==> config.mk <==
export PLATFORM = sky130hd
export DESIGN_NAME = i2c_master_bit_sequencer_core
export DESIGN_NICKNAME = d
export VERILOG_FILES = /design/src/hdl/i2cms_pkg.sv /design/src/hdl/i2c_master_bit_sequencer_core.sv /design/src/hdl/i2cms_regs.sv /design/src/hdl/i2cms_seq.sv
export SDC_FILE = /design/constraint.sdc
export NUM_CORES = 1
export LEC_CHECK = 0
export BUFFER_PORTS_ARGS = -buffer_cell sky130_fd_sc_hd__buf_2
export CORE_UTILIZATION = 50
export CTS_BUF_LIST = sky130_fd_sc_hd__clkbuf_4 sky130_fd_sc_hd__clkbuf_8 sky130_fd_sc_hd__clkbuf_16
export DETAILED_ROUTE_END_ITERATION = 8
export PLACE_DENSITY_LB_ADDON = 0.3
export SYNTH_ARGS = -nofsm -noshare
export SYNTH_HDL_FRONTEND = slang
export SYNTH_HIERARCHICAL = 1
export SYNTH_SLANG_ARGS = --single-unit
==> constraint.sdc <==
create_clock -name clk -period 6.2 [get_ports clk]
set_input_delay 0.93 -clock clk [delete_from_list [all_inputs] [get_ports clk]]
set_output_delay 0.93 -clock clk [all_outputs]
set_load 0.05 [all_outputs]
==> src/hdl/i2cms_pkg.sv <==
package i2cms_pkg;

    localparam int unsigned APB_AW = 4;

    typedef enum logic [15:0] {
        PH_IDLE = 16'b0000_0000_0000_0001,
        PH_ST1  = 16'b0000_0000_0000_0010,
        PH_ST2  = 16'b0000_0000_0000_0100,
        PH_SP1  = 16'b0000_0000_0000_1000,
        PH_SP2  = 16'b0000_0000_0001_0000,
        PH_SP3  = 16'b0000_0000_0010_0000,
        PH_WR0  = 16'b0000_0000_0100_0000,
        PH_WR1  = 16'b0000_0000_1000_0000,
        PH_WR2  = 16'b0000_0001_0000_0000,
        PH_AK1  = 16'b0000_0010_0000_0000,
        PH_AK2  = 16'b0000_0100_0000_0000,
        PH_AK3  = 16'b0000_1000_0000_0000,
        PH_RD0  = 16'b0001_0000_0000_0000,
        PH_RD1  = 16'b0010_0000_0000_0000,
        PH_KG1  = 16'b0100_0000_0000_0000,
        PH_KG2  = 16'b1000_0000_0000_0000
    } phase_t;

    localparam logic [2:0] FUNC_NONE     = 3'd0;
    localparam logic [2:0] FUNC_START    = 3'd1;
    localparam logic [2:0] FUNC_STOP     = 3'd2;
    localparam logic [2:0] FUNC_WRITE    = 3'd3;
    localparam logic [2:0] FUNC_READ_ACK = 3'd4;
    localparam logic [2:0] FUNC_READ_NAK = 3'd5;
    localparam logic [2:0] FUNC_WAIT_ACK = 3'd6;

    localparam logic [1:0] REG_LONG_PHASE  = 2'd0;
    localparam logic [1:0] REG_WRITE_PHASE = 2'd1;
    localparam logic [1:0] REG_READ_PHASE  = 2'd2;
    localparam logic [1:0] REG_ACK_TIMEOUT = 2'd3;

    localparam logic [15:0] RST_LONG_PHASE  = 16'd100;
    localparam logic [15:0] RST_WRITE_PHASE = 16'd10;
    localparam logic [15:0] RST_READ_PHASE  = 16'd50;
    localparam logic [15:0] RST_ACK_TIMEOUT = 16'd250;

    typedef struct packed {
        logic [15:0] long_phase_ticks;
        logic [15:0] write_phase_ticks;
        logic [15:0] read_phase_ticks;
        logic [15:0] ack_timeout_ticks;
    } cfg_t;

    typedef struct packed {
        logic       scl;
        logic       sda;
        logic       busy;
        logic [7:0] rx_byte;
        logic       rx_valid;
        logic       ack_fail;
        logic       done;
    } res_t;

endpackage

==> src/hdl/i2c_master_bit_sequencer_core.sv <==
// An accepted tick request is loaded into the input register, then into the result
// register once that register is empty or out_ready takes its result. The line state
// advances once per tick; one tick request per clock cycle unless out_ready stalls.
// Reset (rst_n low, asynchronous): sequencer idle with SCL and SDA released high,
// registers back to their defaults, both pipeline registers empty.
module i2c_master_bit_sequencer_core (
    input  logic                            clk,
    input  logic                            rst_n,
    input  logic                            in_valid,
    output logic                            in_ready,
    input  logic [2:0]                      func,
    input  logic [7:0]                      data_byte,
    input  logic                            sda_level,
    output logic                            out_valid,
    input  logic                            out_ready,
    output logic                            scl_out,
    output logic                            sda_out,
    output logic                            busy_res,
    output logic [7:0]                      rx_byte,
    output logic                            rx_valid,
    output logic                            ack_fail,
    output logic                            done_res,
    input  logic                            psel,
    input  logic                            penable,
    input  logic                            pwrite,
    input  logic [i2cms_pkg::APB_AW-1:0]    paddr,
    input  logic [31:0]                     pwdata,
    output logic [31:0]                     prdata,
    output logic                            pready
);
    import i2cms_pkg::*;

    cfg_t       cfg;
    res_t       res;
    res_t       out_res_reg;
    logic       out_valid_reg;
    logic       s1_valid_reg;
    logic [2:0] s1_func_reg;
    logic [7:0] s1_data_reg;
    logic       s1_sda_reg;
    logic       advance;
    logic       accept;

    i2cms_regs u_regs (
        .clk     (clk),
        .rst_n   (rst_n),
        .psel    (psel),
        .penable (penable),
        .pwrite  (pwrite),
        .paddr   (paddr),
        .pwdata  (pwdata),
        .prdata  (prdata),
        .pready  (pready),
        .cfg     (cfg)
    );

    i2cms_seq u_seq (
        .clk       (clk),
        .rst_n     (rst_n),
        .step      (advance),
        .func      (s1_func_reg),
        .data_byte (s1_data_reg),
        .sda_level (s1_sda_reg),
        .cfg       (cfg),
        .res       (res)
    );

    assign advance  = s1_valid_reg && (!out_valid_reg || out_ready);
    assign in_ready = !s1_valid_reg || advance;
    assign accept   = in_valid && in_ready;

    always_ff @(posedge clk or negedge rst_n)
    begin
        if (!rst_n)
        begin
            s1_valid_reg  <= 1'b0;
            out_valid_reg <= 1'b0;
        end
        else
        begin
            if (in_ready)
            begin
                s1_valid_reg <= in_valid;
            end
            if (advance)
            begin
                out_valid_reg <= 1'b1;
            end
            else if (out_ready)
            begin
                out_valid_reg <= 1'b0;
            end
        end
    end

    always_ff @(posedge clk)
    begin
        if (accept)
        begin
            s1_func_reg <= func;
            s1_data_reg <= data_byte;
            s1_sda_reg  <= sda_level;
        end
        if (advance)
        begin
            out_res_reg <= res;
        end
    end

    assign out_valid = out_valid_reg;
    assign scl_out   = out_res_reg.scl;
    assign sda_out   = out_res_reg.sda;
    assign busy_res  = out_res_reg.busy;
    assign rx_byte   = out_res_reg.rx_byte;
    assign rx_valid  = out_res_reg.rx_valid;
    assign ack_fail  = out_res_reg.ack_fail;
    assign done_res  = out_res_reg.done;

`ifndef ASSERT_OFF
    a_advance_fills: assert property (@(posedge clk) disable iff (!rst_n)
        advance |=> out_valid_reg)
        else $error("stepped request did not reach the result register");

    a_fail_ends_cmd: assert property (@(posedge clk) disable iff (!rst_n)
        (out_valid_reg && out_res_reg.ack_fail) |-> (out_res_reg.done && !out_res_reg.busy))
        else $error("ack failure reported outside a completed stop");

    a_read_done: assert property (@(posedge clk) disable iff (!rst_n)
        (out_valid_reg && out_res_reg.rx_valid) |->
            (out_res_reg.done && !out_res_reg.scl && !out_res_reg.busy))
        else $error("read completion with SCL high or still busy");
`endif

endmodule

==> src/hdl/i2cms_regs.sv <==
module i2cms_regs (
    input  logic                            clk,
    input  logic                            rst_n,
    input  logic                            psel,
    input  logic                            penable,
    input  logic                            pwrite,
    input  logic [i2cms_pkg::APB_AW-1:0]    paddr,
    input  logic [31:0]                     pwdata,
    output logic [31:0]                     prdata,
    output logic                            pready,
    output i2cms_pkg::cfg_t                 cfg
);
    import i2cms_pkg::*;

    cfg_t       cfg_reg;
    logic       wr_en;
    logic [1:0] reg_idx;
    logic [15:0] rd_val;

    assign pready  = 1'b1;
    assign wr_en   = psel && penable && pwrite;
    assign reg_idx = paddr[3:2];

    always_ff @(posedge clk or negedge rst_n)
    begin
        if (!rst_n)
        begin
            cfg_reg.long_phase_ticks  <= RST_LONG_PHASE;
            cfg_reg.write_phase_ticks <= RST_WRITE_PHASE;
            cfg_reg.read_phase_ticks  <= RST_READ_PHASE;
            cfg_reg.ack_timeout_ticks <= RST_ACK_TIMEOUT;
        end
        else if (wr_en)
        begin
            case (reg_idx)
                REG_LONG_PHASE:  cfg_reg.long_phase_ticks  <= pwdata[15:0];
                REG_WRITE_PHASE: cfg_reg.write_phase_ticks <= pwdata[15:0];
                REG_READ_PHASE:  cfg_reg.read_phase_ticks  <= pwdata[15:0];
                REG_ACK_TIMEOUT: cfg_reg.ack_timeout_ticks <= pwdata[15:0];
                default:         cfg_reg <= cfg_reg;
            endcase
        end
    end

    always_comb
    begin
        case (reg_idx)
            REG_LONG_PHASE:  rd_val = cfg_reg.long_phase_ticks;
            REG_WRITE_PHASE: rd_val = cfg_reg.write_phase_ticks;
            REG_READ_PHASE:  rd_val = cfg_reg.read_phase_ticks;
            REG_ACK_TIMEOUT: rd_val = cfg_reg.ack_timeout_ticks;
            default:         rd_val = 16'd0;
        endcase
    end

    assign prdata = {16'd0, rd_val};
    assign cfg    = cfg_reg;

endmodule

==> src/hdl/i2cms_seq.sv <==
module i2cms_seq (
    input  logic            clk,
    input  logic            rst_n,
    input  logic            step,
    input  logic [2:0]      func,
    input  logic [7:0]      data_byte,
    input  logic            sda_level,
    input  i2cms_pkg::cfg_t cfg,
    output i2cms_pkg::res_t res
);
    import i2cms_pkg::*;

    phase_t      phase_reg, phase_next;
    logic [15:0] tick_reg, tick_next;
    logic [3:0]  bit_reg, bit_next;
    logic [7:0]  shift_reg, shift_next;
    logic [15:0] poll_reg, poll_next;
    logic        scl_reg, scl_next;
    logic        sda_reg, sda_next;
    logic        send_ack_reg, send_ack_next;
    logic        fail_reg, fail_next;
    logic [7:0]  rx_last_reg, rx_last_next;

    logic [15:0] len_raw;
    logic [16:0] len;
    logic [16:0] tick_inc;
    logic [3:0]  bit_inc;
    logic [7:0]  shift_sh;
    logic        done, rxv, fail;

    always_comb
    begin
        case (phase_reg)
            PH_WR0, PH_WR1, PH_WR2: len_raw = cfg.write_phase_ticks;
            PH_RD0, PH_RD1:         len_raw = cfg.read_phase_ticks;
            default:                len_raw = cfg.long_phase_ticks;
        endcase
    end

    // zero length phase lasts one tick
    assign len      = (len_raw == 16'd0) ? 17'd1 : {1'b0, len_raw};
    assign tick_inc = {1'b0, tick_reg} + 17'd1;
    assign bit_inc  = bit_reg + 4'd1;
    assign shift_sh = {shift_reg[6:0], 1'b0};

    always_comb
    begin
        phase_next    = phase_reg;
        tick_next     = tick_reg;
        bit_next      = bit_reg;
        shift_next    = shift_reg;
        poll_next     = poll_reg;
        scl_next      = scl_reg;
        sda_next      = sda_reg;
        send_ack_next = send_ack_reg;
        fail_next     = fail_reg;
        rx_last_next  = rx_last_reg;
        done          = 1'b0;
        rxv           = 1'b0;
        fail          = 1'b0;

        if (phase_reg == PH_IDLE)
        begin
            tick_next = 16'd0;
            case (func)
                FUNC_START:
                begin
                    sda_next   = 1'b1;
                    scl_next   = 1'b1;
                    phase_next = PH_ST1;
                end
                FUNC_STOP:
                begin
                    scl_next   = 1'b0;
                    sda_next   = 1'b0;
                    phase_next = PH_SP1;
                end
                FUNC_WRITE:
                begin
                    shift_next = data_byte;
                    bit_next   = 4'd0;
                    scl_next   = 1'b0;
                    sda_next   = data_byte[7];
                    phase_next = PH_WR0;
                end
                FUNC_READ_ACK, FUNC_READ_NAK:
                begin
                    send_ack_next = (func == FUNC_READ_ACK);
                    shift_next    = 8'd0;
                    bit_next      = 4'd0;
                    scl_next      = 1'b0;
                    sda_next      = 1'b1;
                    phase_next    = PH_RD0;
                end
                FUNC_WAIT_ACK:
                begin
                    sda_next   = 1'b1;
                    phase_next = PH_AK1;
                end
                default:
                begin
                    phase_next = PH_IDLE;
                end
            endcase
        end
        else if (phase_reg == PH_AK3)
        begin
            if (!sda_level)
            begin
                scl_next   = 1'b0;
                phase_next = PH_IDLE;
                done       = 1'b1;
            end
            else if (poll_reg >= cfg.ack_timeout_ticks)
            begin
                // timeout: flag it and run a stop
                fail_next  = 1'b1;
                scl_next   = 1'b0;
                sda_next   = 1'b0;
                phase_next = PH_SP1;
                tick_next  = 16'd0;
            end
            else
            begin
                poll_next = poll_reg + 16'd1;
            end
        end
        else
        begin
            tick_next = tick_inc[15:0];
            if (tick_inc >= len)
            begin
                tick_next = 16'd0;
                case (phase_reg)
                    PH_ST1:
                    begin
                        sda_next   = 1'b0;
                        phase_next = PH_ST2;
                    end
                    PH_ST2:
                    begin
                        scl_next   = 1'b0;
                        phase_next = PH_IDLE;
                        done       = 1'b1;
                    end
                    PH_SP1:
                    begin
                        scl_next   = 1'b1;
                        phase_next = PH_SP2;
                    end
                    PH_SP2:
                    begin
                        sda_next   = 1'b1;
                        phase_next = PH_SP3;
                    end
                    PH_SP3:
                    begin
                        phase_next = PH_IDLE;
                        done       = 1'b1;
                        fail       = fail_reg;
                        fail_next  = 1'b0;
                    end
                    PH_WR0:
                    begin
                        scl_next   = 1'b1;
                        phase_next = PH_WR1;
                    end
                    PH_WR1:
                    begin
                        scl_next   = 1'b0;
                        phase_next = PH_WR2;
                    end
                    PH_WR2:
                    begin
                        bit_next   = bit_inc;
                        shift_next = shift_sh;
                        if (bit_inc >= 4'd8)
                        begin
                            phase_next = PH_IDLE;
                            done       = 1'b1;
                        end
                        else
                        begin
                            sda_next   = shift_sh[7];
                            phase_next = PH_WR0;
                        end
                    end
                    PH_AK1:
                    begin
                        scl_next   = 1'b1;
                        phase_next = PH_AK2;
                    end
                    PH_AK2:
                    begin
                        poll_next  = 16'd0;
                        phase_next = PH_AK3;
                    end
                    PH_RD0:
                    begin
                        scl_next   = 1'b1;
                        phase_next = PH_RD1;
                    end
                    PH_RD1:
                    begin
                        shift_next = {shift_reg[6:0], sda_level};
                        bit_next   = bit_inc;
                        scl_next   = 1'b0;
                        if (bit_inc >= 4'd8)
                        begin
                            sda_next   = !send_ack_reg;
                            phase_next = PH_KG1;
                        end
                        else
                        begin
                            phase_next = PH_RD0;
                        end
                    end
                    PH_KG1:
                    begin
                        scl_next   = 1'b1;
                        phase_next = PH_KG2;
                    end
                    PH_KG2:
                    begin
                        scl_next     = 1'b0;
                        phase_next   = PH_IDLE;
                        rx_last_next = shift_reg;
                        done         = 1'b1;
                        rxv          = 1'b1;
                    end
                    default:
                    begin
                        phase_next = PH_IDLE;
                    end
                endcase
            end
        end
    end

    always_ff @(posedge clk or negedge rst_n)
    begin
        if (!rst_n)
        begin
            phase_reg    <= PH_IDLE;
            tick_reg     <= 16'd0;
            bit_reg      <= 4'd0;
            shift_reg    <= 8'd0;
            poll_reg     <= 16'd0;
            scl_reg      <= 1'b1;
            sda_reg      <= 1'b1;
            send_ack_reg <= 1'b0;
            fail_reg     <= 1'b0;
            rx_last_reg  <= 8'd0;
        end
        else if (step)
        begin
            phase_reg    <= phase_next;
            tick_reg     <= tick_next;
            bit_reg      <= bit_next;
            shift_reg    <= shift_next;
            poll_reg     <= poll_next;
            scl_reg      <= scl_next;
            sda_reg      <= sda_next;
            send_ack_reg <= send_ack_next;
            fail_reg     <= fail_next;
            rx_last_reg  <= rx_last_next;
        end
    end

    assign res.scl      = scl_next;
    assign res.sda      = sda_next;
    assign res.busy     = (phase_next != PH_IDLE);
    assign res.rx_byte  = rx_last_next;
    assign res.rx_valid = rxv;
    assign res.ack_fail = fail;
    assign res.done     = done;

endmodule

# After elaboration in Yosys (flattened, before gate mapping)
# Index checks and enable logic that the tools add are counted.
# word_totals
reg_bits	164
output_inout_bits	49
# op_classes
n_addsub	3
magnitude_cmp	3
eq_ne	34
muxes	65
n_bitwise	3
reduce_logical	40
# ops
op	n
$mux 16	16
$pmux 16 s11	1
$pmux 13 s5	1
$pmux 16 s4	1
$mux 8	7
$pmux 16 s2	1
$pmux 8 s2	2
$mux 1	24
$mux 4	5
$add 16x1->17 const B	1
$ge 17x17->1	1
$add 16x1->16 const B	1
$eq 16x1->1 const B	1
$eq 16x10->1 const B	1
$eq 16x11->1 const B	1
$eq 16x12->1 const B	1
$eq 16x13->1 const B	1
$eq 16x14->1 const B	1
$eq 16x15->1 const B	1
$eq 16x16->1 const B	1
$eq 16x2->1 const B	1
$eq 16x3->1 const B	1
$eq 16x4->1 const B	1
$eq 16x5->1 const B	1
38 further kinds	75

# Depth between registers and ports, before layout
# logic_depth
ltp_word	10
ltp_mapped	22

# Hierarchy
# Netlist, hierarchy kept.
# by_module_without_submodules
module	n_inst	cells_per_inst	area_per_inst_um2	seq_area_each_um2
i2cms_seq	1	628	5529.1	1805.5
i2cms_regs	1	180	3022.9	1619.1
i2c_master_bit_sequencer_core	1	34	884.6	830.8

# Worst setup path after synthesis
# No wires, ideal clock.
# synth_timing
path_type	register to register
from	register u_seq.phase_reg[4]
to	register out_res_reg (netlist bit rx_byte[0]) (data pin)
setup_ns	0.260
arrival_time_ns	4.177
required_ns	5.940
slack_ns	1.763
stages_incl_launch_ff	19
n_path_buf	2
synth_period_minus_slack_ns	4.437
cell_sequence	dfrtp_1 -> or4_4 -> nor2_8 -> and4_1 -> buf_6 -> nor2_4 -> buf_6 -> a21oi_1 -> nand4_1 -> or4_1 -> nand3_1 -> ha_1 -> inv_1 -> a2111oi_0 -> o21ai_0 -> nand2_1 -> o21ai_1 -> nor3_2 -> mux2_2
# synth_rtl
element	line_no	text
from (decl)	i2cms_seq.sv:13	phase_t phase_reg, phase_next;
from (signal assigned)	i2cms_seq.sv:257	phase_reg <= phase_next;
to (signal assigned)	i2c_master_bit_sequencer_core.sv:106	out_res_reg <= res;
to (decl)	i2c_master_bit_sequencer_core.sv:35	res_t out_res_reg;

# Worst setup path in the final report
# layout_timing
from	register u_seq.phase_reg[4]
to	register u_seq.rx_last_reg[0]
# layout_via
elab_chain_cells	9
elab_cells_between_ends	18
classes_between	1 x order compare; 8 x eq/ne; 6 x mux; 3 x reduce/logical
# layout_rtl
element	line_no	text
$eq 16x7->1 (tied with other cells)	i2cms_seq.sv:33	case (phase_reg)
$reduce_or 3->1 / $reduce_or 2->1 (equally long branches)	i2cms_seq.sv:33	
$pmux 16 s2	i2cms_seq.sv:33	
$logic_not 16->1	i2cms_seq.sv:41	assign len = (len_raw == 16'd0) ? 17'd1 : {1'b0, len_raw};
$mux 16	i2cms_seq.sv:41	
$ge 17x17->1	i2cms_seq.sv:131	if (tick_inc >= len)
$mux 8	i2cms_seq.sv:131	
$mux 8	i2cms_seq.sv:106	else if (phase_reg == PH_AK3)
$mux 8 (*)	i2cms_seq.sv:62	if (phase_reg == PH_IDLE)
to (signal assigned)	i2cms_seq.sv:266	rx_last_reg <= rx_last_next;
to (decl)	i2cms_seq.sv:22	logic [7:0] rx_last_reg, rx_last_next;
# Every way passes the cells marked *; elsewhere a longest branch is shown, timed or not.
# A chain may end at the register's enable or synchronous reset.

==> impl_metrics.json <==
{
  "port-buffer-count": 68,
  "arrival_ns": 5.42,
  "grt_util_met3_pct": 4.85,
  "clock_sinks": 164,
  "antenna_found_initial": 0,
  "multiInputGateArea_mm2": 0.00472,
  "use_met2_pct": 35.3,
  "fillerInstances": 1515,
  "synth_area_mm2": 0.00944,
  "yosys.area.top_type_share_pct": 32.1,
  "cp-end-kind": "register",
  "synthCells": 842,
  "dr.pass1.iters": 5,
  "worstSetupPathType": "register to register",
  "synth_largest_area_cell": "dfrtp_1",
  "final_max_slew_viol_count": 0,
  "vias": 6940,
  "fin_crit_sh_pct": 82.5,
  "drt_iter0_drc": 445,
  "drcViolationCount": 0,
  "fin_ws_ns": 1.08,
  "setup_viol": 0,
  "max_freq_ghz": 0.195,
  "seqCellArea_mm2": 0.00426,
  "largest_register_ffs": 64,
  "postCtsResizedCells": 0,
  "yosys_warnings": 6,
  "synthFlopType": "dfrtp_1",
  "gp_congestion": 0.862,
  "cts_buffers": 17,
  "cts_buffer_depth": 2,
  "insertedDiodeCount": 0,
  "slew_headroom_pct": 25.8,
  "synth.distinct_cells": 77,
  "grt_pass1_wl_um": 35000,
  "critPathMaxFanout": 17,
  "whs_ns": 0.475,
  "initial_core_util_pct": 51.8,
  "num_rows": 49,
  "start_kind": "register",
  "finalNetCount": 985,
  "ioPinCount": 104,
  "clkLatencyLatePin_ns": 0.43,
  "min_path_type": "primary input to asynchronous set/reset pin",
  "post_cts_buffers": 0,
  "status": "completed",
  "drive_gt1_share_pct": 27.4,
  "cp.required_ns": 6.50,
  "root_buffer": "clkbuf_16",
  "synth_common_cells": "dfrtp_1, mux2_2, nand2_1, a21oi_1, o21ai_0",
  "grt-ovfl-total": 0,
  "cap_violations": 0,
  "fin_crit_ns": 5.12,
  "rsz0062_at_grt": "no",
  "cts_hold_buffers": 0,
  "clock_skew_ns": 0.0101,
  "r2r_slack_ns": 1.08,
  "vias_per_cell": 6.10,
  "ant_nets": 0,
  "yosysMostFrequentCell": "dfrtp_1",
  "ys_seq_area_share_pct": 45.1,
  "busiest_layer": "met2",
  "grt_max_degree": 74,
  "hold_viol": 0,
  "async_reset_ff_share_pct": 84.1,
  "power_leakage_uw": 0.00460,
  "core_area_mm2": 0.0182,
  "htree_levels": 4,
  "grt_pass1_vias": 6635,
  "tightestPinTransition_ns": 1.11,
  "dpl_worst_slack_ns": 1.19,
  "power_per_cell_area_mw_per_mm2": 344,
  "fin_tns_setup_ns": 0,
  "path_clk_slew_ns": 0.07,
  "synth_edf_count": 26,
  "die_h_um": 139,
  "synthTopCellsByArea": "dfrtp_1, mux2_2, edfxtp_1",
  "final_util_pct": 57.3,
  "ys_seq_elements": 164,
  "synth.avg_cell_area_um2": 11.2,
  "hpwl_um": 14800,
  "routedWlPerCell_um": 19.1,
  "cts_tree": "done",
  "grt_use_total_pct": 23.1,
  "vdd_ir_drop_max_mv": 0.200,
  "wl_um": 21700,
  "syn_to_final_growth_pct": 10.6,
  "fp.dieArea_mm2": 0.0194,
  "die_w_um": 139,
  "use_met1_pct": 32.4
}
[path summary, 6_finish.rpt]
| kind | from | to | cells past startpoint |
|---|---|---|---|
| max | u_seq/phase_reg[4] | u_seq/rx_last_reg[0] | 17 |
| min | rst_n | u_regs/cfg[37] | 1 |
| max reg2reg | u_seq/phase_reg[4] | u_seq/rx_last_reg[0] | 17 |
| min reg2reg | u_seq/tick_reg[15] | u_seq/tick_reg[15] | 1 |
| max in group asynchronous | rst_n | u_seq/send_ack_reg | 2 |
| min in group clk | u_seq/tick_reg[15] | u_seq/tick_reg[15] | 1 |
[cell usage in the layout (no fill, tap or decap), types with 5 or more instances in the layout]
cell / instances
nand2b_1: 7
and3_1: 10
xor2_1: 8
and2_1: 8
inv_1: 33
a22oi_1: 10
a31oi_1: 15
nand4_1: 22
dfstp_2: 17
a2111oi_2: 5
o31ai_1: 6
mux2_2: 71
mux4_1: 5
a21o_1: 9
mux2_4: 10
or3_1: 8
buf_2: 67
xnor2_1: 19
nor4b_1: 6
o21ai_0: 45
nand3_1: 37
buf_4: 10
mux4_2: 11
nor2_1: 35
clkbuf_16: 19
dfrtp_1: 121
nand2_1: 57
a21oi_1: 49
nor3_1: 8
a22o_1: 21
conb_1: 17
edfxtp_1: 26
ha_1: 35
[layout make-up]
class                   count  share of cell area, %
clock buffers              22                   4.83
well taps                 229                   2.75
inverters                  34                   1.22
flip-flops and latches    164                   40.8
clock inverters            10                   1.13
multi-input cells         600                   45.2
repair buffers             78                   4.04
[worst max-delay path, stage by stage (launching register included)]
cell	delay, ns
dfrtp_1	0.45
or4_4	0.62
nor2_8	0.16
and4_1	0.30
nor2_4	0.15
a21oi_1	0.39
nand4_1	0.15
or4_1	0.48
nand3_1	0.09
ha_1	0.12
inv_1	0.03
a2111oi_0	0.33
o21ai_0	0.20
nand2_1	0.12
o21ai_1	0.10
buf_4	0.23
nor4_4	0.62
mux2_2	0.42
[report_power, final]
part	total, uW	switching (uW)	internal, uW
clock network	1100	439	663
registers	1410	143	1270
logic	1070	670	401
[cells by family (layout without fill, tap and decap cells)]
family	after synthesis	count (layout)	share of synthesized area, %
compound gates	190	190	13.9
other cells	2	17	0.0796
xor+xnor	27	27	2.51
simple gates	232	232	14.0
buf+inv	93	144	5.54
fa+ha+maj	35	35	4.64
mux	99	99	14.3
flops	164	164	45.1
[layer usage]
metal  vias to the layer above  share of wire [%]
li1                       3226                  -
met1                      3475                 46
met3                        34                5.3
met5                         -                  0
met2                       205                 47
met4                         0                2.0
[metrics by stage]
stage	area [um2]	instances	total power, uW
after global routing	10400	1137	3760
final	10400	1137	3580
after global placement	9810	1105	2460
after detailed placement	9810	1105	2480
after CTS	10400	1137	3590
after floorplan	9490	857	2220
(Power assumes the default switching activity.)
